<file path="config.mk">
export PLATFORM = sky130hd
export DESIGN_NAME = median_adaptive_ema_deadband_filter
export DESIGN_NICKNAME = d
export VERILOG_FILES = /design/src/design/mae_pkg.sv /design/src/design/mae_median.sv /design/src/design/mae_divider.sv /design/src/design/median_adaptive_ema_deadband_filter.sv
export SDC_FILE = /design/constraint.sdc
export NUM_CORES = 2
export LEC_CHECK = 0
export BUFFER_PORTS_ARGS = -buffer_cell sky130_fd_sc_hd__buf_2
export CORE_AREA = 4 4 242 244
export CTS_BUF_LIST = sky130_fd_sc_hd__clkbuf_8
export DETAILED_ROUTE_END_ITERATION = 7
export DIE_AREA = 0 0 246 248
export PLACE_DENSITY = 0.8
export REMOVE_ABC_BUFFERS = 1
export SYNTH_ARGS = -nofsm -noshare
export SYNTH_HDL_FRONTEND = slang
export SYNTH_HIERARCHICAL = 1
export SYNTH_SLANG_ARGS = --single-unit
</file>
<file path="constraint.sdc">
create_clock -name clk_i -period 15.25 [get_ports clk_i]
set_input_delay 2.2875 -clock clk_i [delete_from_list [all_inputs] [get_ports clk_i]]
set_output_delay 2.2875 -clock clk_i [all_outputs]
set_load 0.01 [all_outputs]
</file>
<file path="src/design/mae_pkg.sv">
// Shared types and constants for the median / adaptive EMA / deadband filter.
// Used by mae_median, mae_divider and median_adaptive_ema_deadband_filter.
package mae_pkg;

  // configuration port
  localparam int CFG_IDX_W  = 3;
  localparam int CFG_DATA_W = 17;

  typedef enum logic [CFG_IDX_W-1:0] {
    CFG_BASE_ALPHA   = 3'd0,
    CFG_ALPHA_LIMIT  = 3'd1,
    CFG_ACCEL_THR    = 3'd2,
    CFG_DEADBAND_THR = 3'd3,
    CFG_VALID_LOW    = 3'd4,
    CFG_VALID_HIGH   = 3'd5
  } cfg_reg_e;

  // register field widths
  localparam int ALPHA_W = 17;  // Q0.16 with room for one
  localparam int THR_W   = 15;
  localparam int LIM_W   = 16;

  // register reset values
  localparam logic [ALPHA_W-1:0]      BASE_ALPHA_RST  = 17'd7864;
  localparam logic [ALPHA_W-1:0]      ALPHA_LIMIT_RST = 17'd26214;
  localparam logic [THR_W-1:0]        ACCEL_THR_RST   = 15'd384;
  localparam logic [THR_W-1:0]        DB_THR_RST      = 15'd26;
  localparam logic signed [LIM_W-1:0] VALID_LOW_RST   = -16'sd10240;
  localparam logic signed [LIM_W-1:0] VALID_HIGH_RST  = 16'sd32000;

  // boosted alpha: base * min(err, 3T) / T stays below 3 * 2^17
  localparam int ARAW_W   = 19;
  localparam int SCALE_W  = 17;                 // min(err, 3T) fits here
  localparam int DIVN_W   = ALPHA_W + SCALE_W;  // dividend width
  localparam int DIVQ_W   = ARAW_W;             // quotient width
  localparam int OP_A_W   = ALPHA_W + 1;        // signed multiplier operand A
  localparam int FRAC_W   = 16;

  localparam logic [ARAW_W-1:0] ALPHA_ONE = 19'd65536;

  // median window
  localparam int MED_DEPTH = 3;
  localparam logic [1:0] MED_LAST_SLOT = 2'd2;

endpackage

</file>
<file path="src/design/mae_median.sv">
// Three-sample median window with pass-through until the window has filled.
// Depends on mae_pkg.
module mae_median import mae_pkg::*; #(
  parameter int SW = 16
) (
  input  logic                 clk_i,
  input  logic                 rst_ni,
  input  logic                 wr_i,
  input  logic signed [SW-1:0] sample_i,
  output logic signed [SW-1:0] median_o
);

  logic signed [SW-1:0] win_q [MED_DEPTH];
  logic [1:0]           slot_q;
  logic                 full_q;
  logic                 full_d;
  logic signed [SW-1:0] n0, n1, n2;
  logic signed [SW-1:0] med_q;

  function automatic logic signed [SW-1:0] med3(input logic signed [SW-1:0] a,
                                                input logic signed [SW-1:0] b,
                                                input logic signed [SW-1:0] c);
    logic signed [SW-1:0] lo, hi, m;
    lo = (a < b) ? a : b;
    hi = (a < b) ? b : a;
    m  = (hi < c) ? hi : c;
    return (lo > m) ? lo : m;
  endfunction

  // window contents as they stand after this write
  assign n0 = (slot_q == 2'd0) ? sample_i : win_q[0];
  assign n1 = (slot_q == 2'd1) ? sample_i : win_q[1];
  assign n2 = (slot_q == MED_LAST_SLOT) ? sample_i : win_q[2];
  assign full_d = full_q | (slot_q == MED_LAST_SLOT);

  always_ff @(posedge clk_i or negedge rst_ni) begin
    if (!rst_ni) begin
      slot_q <= '0;
      full_q <= 1'b0;
    end else if (wr_i) begin
      slot_q <= (slot_q == MED_LAST_SLOT) ? 2'd0 : slot_q + 2'd1;
      full_q <= full_d;
    end
  end

  always_ff @(posedge clk_i) begin
    if (wr_i) begin
      win_q[slot_q] <= sample_i;
      med_q         <= full_d ? med3(n0, n1, n2) : sample_i;
    end
  end

  assign median_o = med_q;

endmodule

</file>
<file path="src/design/mae_divider.sv">
// Restoring divider, one quotient bit per cycle, for the boosted alpha.
// Quotient must fit DIVQ_W bits. Depends on mae_pkg.
module mae_divider import mae_pkg::*; (
  input  logic              clk_i,
  input  logic              rst_ni,
  input  logic              start_i,
  input  logic [DIVN_W-1:0] dividend_i,
  input  logic [THR_W-1:0]  divisor_i,
  output logic              done_o,
  output logic [DIVQ_W-1:0] quot_o
);

  localparam int CNT_W = $clog2(DIVQ_W + 1);

  logic [THR_W-1:0]  rem_q;
  logic [THR_W-1:0]  den_q;
  logic [DIVQ_W-1:0] num_q;
  logic [DIVQ_W-1:0] quot_q;
  logic [CNT_W-1:0]  cnt_q;
  logic              busy_q;
  logic              done_q;
  logic [THR_W:0]    trial;
  logic              ge;

  assign trial = {rem_q, num_q[DIVQ_W-1]};
  assign ge    = trial >= {1'b0, den_q};

  always_ff @(posedge clk_i or negedge rst_ni) begin
    if (!rst_ni) begin
      busy_q <= 1'b0;
      done_q <= 1'b0;
      cnt_q  <= '0;
    end else begin
      done_q <= busy_q && !start_i && (cnt_q == CNT_W'(1));
      if (start_i) begin
        busy_q <= 1'b1;
        cnt_q  <= CNT_W'(DIVQ_W);
      end else if (busy_q) begin
        cnt_q <= cnt_q - CNT_W'(1);
        if (cnt_q == CNT_W'(1)) begin
          busy_q <= 1'b0;
        end
      end
    end
  end

  always_ff @(posedge clk_i) begin
    if (start_i) begin
      // upper bits already sit below the divisor since the quotient fits
      rem_q  <= dividend_i[DIVN_W-1 -: THR_W];
      num_q  <= dividend_i[DIVQ_W-1:0];
      den_q  <= divisor_i;
      quot_q <= '0;
    end else if (busy_q) begin
      rem_q  <= ge ? THR_W'(trial - {1'b0, den_q}) : trial[THR_W-1:0];
      num_q  <= {num_q[DIVQ_W-2:0], 1'b0};
      quot_q <= {quot_q[DIVQ_W-2:0], ge};
    end
  end

  assign done_o = done_q;
  assign quot_o = quot_q;

endmodule

</file>
<file path="src/design/median_adaptive_ema_deadband_filter.sv">
// Median / adaptive EMA / deadband filter for one sensor channel.
// Depends on mae_pkg, mae_median and mae_divider.
//
// Usage: samples enter on in_valid_i/in_ready_o, one transaction per sample.
// Each sample yields one result on out_valid_o/out_ready_i: the held value,
// whether the sample lay inside [valid_low, valid_high], and whether any
// sample has been filtered yet. Configuration registers are written through
// cfg_valid_i/cfg_index_i/cfg_data_i; the user must write them only while the
// filter is idle, which the block itself does not enforce. cfg_ready_o is
// always high. Index 0..5: base alpha, alpha limit, accel threshold, deadband
// threshold, valid low, valid high. A rejected sample goes straight to
// ST_OUT; the first accepted one passes ST_EMA and ST_HOLD; later ones pass
// ST_EMA, ST_ALPHA, ST_CLAMP, ST_MUL, ST_APPLY and ST_HOLD, and with boost and
// a nonzero threshold also wait in ST_DIV_WAIT on the bit-serial divider.
// All multiplies go through one shared registered multiplier. in_ready_o is
// high only while the sequencer idles, so one sample is in flight at a time.
// The result sits in an output register: a stalled receiver does not block
// the next sample, but a second result waits until the first is taken.
// Reset clears all filter state and loads the default register values.
module median_adaptive_ema_deadband_filter import mae_pkg::*; #(
  parameter int SAMPLE_WIDTH = 16
) (
  input  logic                           clk_i,
  input  logic                           rst_ni,
  input  logic                           cfg_valid_i,
  output logic                           cfg_ready_o,
  input  logic [CFG_IDX_W-1:0]           cfg_index_i,
  input  logic [CFG_DATA_W-1:0]          cfg_data_i,
  input  logic                           in_valid_i,
  output logic                           in_ready_o,
  input  logic signed [SAMPLE_WIDTH-1:0] sample_i,
  output logic                           out_valid_o,
  input  logic                           out_ready_i,
  output logic signed [SAMPLE_WIDTH-1:0] held_value_o,
  output logic                           sample_ok_o,
  output logic                           has_value_o
);

  localparam int SW = SAMPLE_WIDTH;
  localparam int XW = (SW > LIM_W) ? SW : LIM_W;
  localparam int DW = SW + 1;
  localparam int EW = (DW > SCALE_W) ? DW : SCALE_W;
  localparam int MW = (DW > OP_A_W) ? DW : OP_A_W;
  localparam int PW = OP_A_W + MW;

  typedef enum logic [3:0] {
    ST_IDLE, ST_EMA, ST_ALPHA, ST_DIV_LOAD, ST_DIV_WAIT,
    ST_CLAMP, ST_MUL, ST_APPLY, ST_HOLD, ST_OUT
  } state_e;

  state_e state_q;

  // configuration registers
  logic [ALPHA_W-1:0]      base_alpha_q, alpha_limit_q;
  logic [THR_W-1:0]        accel_thr_q, db_thr_q;
  logic signed [LIM_W-1:0] valid_low_q, valid_high_q;

  // filter state
  logic signed [SW-1:0] smoothed_q;
  logic                 smooth_started_q;
  logic signed [SW-1:0] last_held_q;
  logic                 hold_started_q;

  // working registers
  logic                 ok_q;
  logic signed [DW-1:0] diff_q;
  logic [DW-1:0]        err_q;
  logic [ARAW_W-1:0]    alpha_q;
  logic                 boosted_q;
  logic signed [PW-1:0] prod_q;

  // output register
  logic                 out_valid_q;
  logic signed [SW-1:0] held_q;
  logic                 sample_ok_q;
  logic                 has_value_q;

  logic                 in_acc;
  logic signed [XW-1:0] x_ext;
  logic                 in_range;
  logic signed [SW-1:0] median;
  logic signed [DW-1:0] diff_d;
  logic [DW-1:0]        err_d;
  logic [EW-1:0]        err_ext;
  logic [SCALE_W-1:0]   thr3;
  logic [SCALE_W-1:0]   scale;
  logic                 boost;
  logic [ARAW_W-1:0]    base3;
  logic [ARAW_W-1:0]    alpha_lim;
  logic [ARAW_W-1:0]    alpha_sat;
  logic signed [DW-1:0] step;
  logic signed [DW-1:0] hold_diff;
  logic [DW-1:0]        hold_abs;
  logic                 hold_upd;
  logic signed [OP_A_W-1:0] op_a;
  logic signed [MW-1:0]     op_b;
  logic                 div_start;
  logic                 div_done;
  logic [DIVQ_W-1:0]    div_quot;

  assign cfg_ready_o = 1'b1;
  assign in_ready_o  = (state_q == ST_IDLE);
  assign in_acc      = in_valid_i & in_ready_o;

  assign x_ext    = XW'(sample_i);
  assign in_range = (x_ext >= XW'(valid_low_q)) && (x_ext <= XW'(valid_high_q));

  mae_median #(.SW(SW)) u_median (
    .clk_i    (clk_i),
    .rst_ni   (rst_ni),
    .wr_i     (in_acc & in_range),
    .sample_i (sample_i),
    .median_o (median)
  );

  // error against the running average
  assign diff_d = DW'(median) - DW'(smoothed_q);
  assign err_d  = diff_d[DW-1] ? DW'(-diff_d) : DW'(diff_d);

  // alpha boost decision
  assign err_ext = EW'(err_q);
  assign thr3    = SCALE_W'({2'b00, accel_thr_q}) + SCALE_W'({1'b0, accel_thr_q, 1'b0});
  assign boost   = err_ext > EW'(accel_thr_q);
  assign scale   = (err_ext > EW'(thr3)) ? thr3 : err_ext[SCALE_W-1:0];
  assign base3   = ARAW_W'({2'b00, base_alpha_q}) + ARAW_W'({1'b0, base_alpha_q, 1'b0});
  assign alpha_lim = (boosted_q && (alpha_q > ARAW_W'(alpha_limit_q))) ?
                     ARAW_W'(alpha_limit_q) : alpha_q;
  assign alpha_sat = (alpha_lim > ALPHA_ONE) ? ALPHA_ONE : alpha_lim;

  // shared multiplier: base * scale for the boost, alpha * error for the update
  always_comb begin
    if (state_q == ST_ALPHA) begin
      op_a = $signed({1'b0, base_alpha_q});
      op_b = MW'($signed({1'b0, scale}));
    end else begin
      op_a = $signed({1'b0, alpha_q[ALPHA_W-1:0]});
      op_b = MW'(diff_q);
    end
  end

  assign step = DW'(prod_q >>> FRAC_W);

  // deadband
  assign hold_diff = DW'(smoothed_q) - DW'(last_held_q);
  assign hold_abs  = hold_diff[DW-1] ? DW'(-hold_diff) : DW'(hold_diff);
  assign hold_upd  = !hold_started_q || (EW'(hold_abs) >= EW'(db_thr_q));

  assign div_start = (state_q == ST_DIV_LOAD);

  mae_divider u_divider (
    .clk_i      (clk_i),
    .rst_ni     (rst_ni),
    .start_i    (div_start),
    .dividend_i (prod_q[DIVN_W-1:0]),
    .divisor_i  (accel_thr_q),
    .done_o     (div_done),
    .quot_o     (div_quot)
  );

  always_ff @(posedge clk_i) begin
    prod_q <= PW'(op_a) * PW'(op_b);
  end

  always_ff @(posedge clk_i or negedge rst_ni) begin
    if (!rst_ni) begin
      base_alpha_q  <= BASE_ALPHA_RST;
      alpha_limit_q <= ALPHA_LIMIT_RST;
      accel_thr_q   <= ACCEL_THR_RST;
      db_thr_q      <= DB_THR_RST;
      valid_low_q   <= VALID_LOW_RST;
      valid_high_q  <= VALID_HIGH_RST;
    end else if (cfg_valid_i && cfg_ready_o) begin
      unique case (cfg_index_i)
        CFG_BASE_ALPHA:   base_alpha_q  <= cfg_data_i;
        CFG_ALPHA_LIMIT:  alpha_limit_q <= cfg_data_i;
        CFG_ACCEL_THR:    accel_thr_q   <= cfg_data_i[THR_W-1:0];
        CFG_DEADBAND_THR: db_thr_q      <= cfg_data_i[THR_W-1:0];
        CFG_VALID_LOW:    valid_low_q   <= $signed(cfg_data_i[LIM_W-1:0]);
        CFG_VALID_HIGH:   valid_high_q  <= $signed(cfg_data_i[LIM_W-1:0]);
        default: ;
      endcase
    end
  end

  always_ff @(posedge clk_i or negedge rst_ni) begin
    if (!rst_ni) begin
      state_q          <= ST_IDLE;
      smoothed_q       <= '0;
      smooth_started_q <= 1'b0;
      last_held_q      <= '0;
      hold_started_q   <= 1'b0;
      ok_q             <= 1'b0;
      diff_q           <= '0;
      err_q            <= '0;
      alpha_q          <= '0;
      boosted_q        <= 1'b0;
      out_valid_q      <= 1'b0;
      held_q           <= '0;
      sample_ok_q      <= 1'b0;
      has_value_q      <= 1'b0;
    end else begin
      // ST_OUT reloads the output register itself
      if (out_ready_i && (state_q != ST_OUT)) begin
        out_valid_q <= 1'b0;
      end
      unique case (state_q)
        ST_IDLE: begin
          if (in_acc) begin
            ok_q    <= in_range;
            state_q <= in_range ? ST_EMA : ST_OUT;
          end
        end
        ST_EMA: begin
          if (!smooth_started_q) begin
            smoothed_q       <= median;
            smooth_started_q <= 1'b1;
            state_q          <= ST_HOLD;
          end else begin
            diff_q  <= diff_d;
            err_q   <= err_d;
            state_q <= ST_ALPHA;
          end
        end
        ST_ALPHA: begin
          boosted_q <= boost;
          if (!boost) begin
            alpha_q <= ARAW_W'(base_alpha_q);
            state_q <= ST_CLAMP;
          end else if (accel_thr_q == '0) begin
            // zero threshold: scale saturates at three
            alpha_q <= base3;
            state_q <= ST_CLAMP;
          end else begin
            state_q <= ST_DIV_LOAD;
          end
        end
        ST_DIV_LOAD: begin
          state_q <= ST_DIV_WAIT;
        end
        ST_DIV_WAIT: begin
          if (div_done) begin
            alpha_q <= div_quot;
            state_q <= ST_CLAMP;
          end
        end
        ST_CLAMP: begin
          alpha_q <= alpha_sat;
          state_q <= ST_MUL;
        end
        ST_MUL: begin
          state_q <= ST_APPLY;
        end
        ST_APPLY: begin
          // v + floor(alpha * (x - v) / 2^16) stays between x and v
          smoothed_q <= SW'(DW'(smoothed_q) + step);
          state_q    <= ST_HOLD;
        end
        ST_HOLD: begin
          if (hold_upd) begin
            last_held_q <= smoothed_q;
          end
          hold_started_q <= 1'b1;
          state_q        <= ST_OUT;
        end
        ST_OUT: begin
          if (!out_valid_q || out_ready_i) begin
            out_valid_q <= 1'b1;
            held_q      <= last_held_q;
            sample_ok_q <= ok_q;
            has_value_q <= hold_started_q;
            state_q     <= ST_IDLE;
          end
        end
        default: state_q <= ST_IDLE;
      endcase
    end
  end

  assign out_valid_o  = out_valid_q;
  assign held_value_o = held_q;
  assign sample_ok_o  = sample_ok_q;
  assign has_value_o  = has_value_q;

endmodule
</file>
==> results.tsv <==
stage	metric	value	unit
logic_synthesis	Yosys cell types	114	
final_layout	Final nets	4594	
critical_path	CP Capture Type	register	
logic_synthesis	synthesized cell area	35800	um2
critical_path	Top cell by count, worst path	fa_1	
logic_synthesis	post-synth top area cell	fa_1	
final_layout	Reg area	9920	um2
route	total number of vias	29100	
logic_synthesis	synth top area cells	fa_1, dfrtp_1, ha_1	
critical_path	Worst path slowest cell	a31oi_1	
grt	largest net degree at the start of global routing	89	
timing	Tcrit/Tclk final	74.6	%
logic_synthesis	Post-synth ARST share	56.7	%
place	routability cong.	0.979	
critical_path	kind of start point of the critical path	register	
logic_synthesis	synthesis warning total	6	
floorplanning	starting density of the core	63.6	%
final_layout	layout cells sized above 1	9.93	%
route	average wire per standard cell	20.7	um
timing	unrepaired setup endpoints after global routing	no	
logic_synthesis	Synth top area share	13.8	%
floorplanning	core box area	56300	um2
grt	met3 usage	5.81	%
clocking	CTS Hold Bufs	0	
route	drt initial violations	2982	
logic_synthesis	syn avg cell area	9.15	um2
critical_path	cells on worst reg2reg path	34	
place	Buffers on Ports	60	
route	Routed WL	98200	um
flow_run	Max Cap Violations	1	
timing	fin worst setup slack	3.88	ns
critical_path	CP delay by family, top	compound AO/OA/AOI/OAI gates	
logic_synthesis	count leader, synth	inv_1	
worst_hold_path	hold path depth	1	
logic_synthesis	Post-Syn Instances	3914	
timing	Worst Tran Pin Value	1.50	ns
logic_synthesis	Primary FF master, synth	dfrtp_1	
critical_path	crit path DAT	11.93	ns
clocking	Clock Path Buffers	3	
timing	Fin Clk Skew	0.0341	ns
timing	final hold violation count	0	
logic_synthesis	EDFF count, synth	113	
clocking	cell chosen for the clock root	clkbuf_8	
place	placed wire-length estimate	74500	um
final_layout	multi-input logic area	23500	um2
route	First-pass DRT Iterations	6	
place	pre-CTS setup slack	4.18	ns
critical_path	Setup CP Type	reg2reg	
timing	Min Hold Slack	0.478	ns
logic_synthesis	synth cell count leaders	inv_1, nand2_1, ha_1	
final_layout	Final Core Density	68.1	%
clocking	Post-CTS Resized	0	
floorplanning	io pins	62	
clocking	Setup Buffers After CTS	0	
worst_hold_path	HP Class	reg2reg	
timing	Fin Setup TNS	0	ns
grt	GR met2 Demand/Resource	49.9	%
timing	minimum clock period	11.37	ns
route	post-route ant nets	0	
floorplanning	die height	248	um
grt	GRT Overall Usage	32.4	%
final_layout	area delta synth->final	7.06	%
grt	vias in the first global route	28100	
final_layout	fill count	4450	
logic_synthesis	FF+latch count, synth	383	
timing	relative slew slack	-0.297	%
status	violated checks	capacitance limit, slew limit	
timing	max-slew violation count	1	
floorplanning	# rows	87	
clocking	clk sink count	383	
critical_path	CP Depth	34	
clocking	TritonCTS clock tree	built	
timing	fmax	87.9	MHz
status	status	complete, but fails checks	
grt	GRT met1 Usage	45.6	%
logic_synthesis	sequential cell area fraction in the yosys report	27.7	%
critical_path	Largest stage delay, worst path	1.13	ns
critical_path	CP bufs+invs	3	
grt	total gr overflow	0	
critical_path	CP max FO	24	
critical_path	required time of the critical path	15.81	ns
route	routed vias/inst	6.13	
floorplanning	Die W	246	um
final_layout	Ant. Diodes	0	
clocking	total CTS buffers	68	
grt	first-pass GRT wire length	155000	um
grt	initial antenna violation count	0	
clocking	Max H-tree Level	3	
floorplanning	die area	61000	um2
timing	final setup fails	0	
clocking	clock transition at the registers of the reported paths	0.06	ns
grt	gr busiest metal	met2	
route	drt drc	0	
clocking	clk_lat worst skew	0.66	ns
-- registers in the layout (all words and copies together) (netlist names), 17 cells and up --
name              count
alpha_limit_q        17
alpha_q              19
base_alpha_q         17
diff_q               17
prod_q               34
u_divider/num_q      19
u_divider/quot_o     19
u_median/win_q       48
-- placed cells by master, fill, tap and decap left out, drive strengths merged, types with 58 or more instances in the layout --
master and count:
inv 522, nand2 428, ha 365, nor2 355, fa 246, o21ai 197, a21oi 188, dfrtp 186
edfxtp 113, mux2i 103, buf 93, mux2 86, clkbuf 77, xnor2 73, a21o 68, nor3 64
nand2b 58
-- cells by family after synthesis --
kind of cell	Yosys count	synth area share [%]
xor+xnor	119	2.93
buf+inv	641	6.97
mux	189	5.63
flops	383	27.7
other cells	1	0.0105
simple gates	1195	15.6
compound gates	775	14.6
fa+ha+maj	611	26.5
-- final timing paths --
kind / startpoint / end / slack (ns)
hold / removal: ok_q$_DFFE_PN0P_ / ok_q$_DFFE_PN0P_ / 0.48
setup reg to reg: accel_thr_q[1]$_DFFE_PN0P_ / prod_q[32]$_DFF_P_ / 3.88
hold reg to reg: ok_q$_DFFE_PN0P_ / ok_q$_DFFE_PN0P_ / 0.48
setup / recovery: accel_thr_q[1]$_DFFE_PN0P_ / prod_q[32]$_DFF_P_ / 3.88
max in group asynchronous: rst_ni / u_divider/cnt_q[4]$_DFFE_PN0P_ / 11.51
min in group asynchronous: rst_ni / ok_q$_DFFE_PN0P_ / 1.65
-- per-layer routing --
layer,vias up,share of wire [%]
met5,-,0
met4,0,4.6
met3,266,9.1
met2,1340,44
met1,14100,42
li1,13500,-
-- metrics by stage --
step                      std cells  instance area [um2]
final                          4754                38300
after global routing           4754                38300
after CTS                      4754                38300
after detailed placement       4628                36800
after global placement         4628                36800
after floorplan                3779                35200
-- cell type report --
cell class,instances,share of cell area (%)
flip-flops and latches,383,25.9
multi-input cells,2890,61.2
inverters,506,4.95
clock inverters,49,1.23
clock buffers,77,2.76
repair buffers,93,1.46
well taps,756,2.47
Power is left out: the tool's default activity adds up to more than one toggle a clock period on the data nets, which glitch-free logic cannot reach.
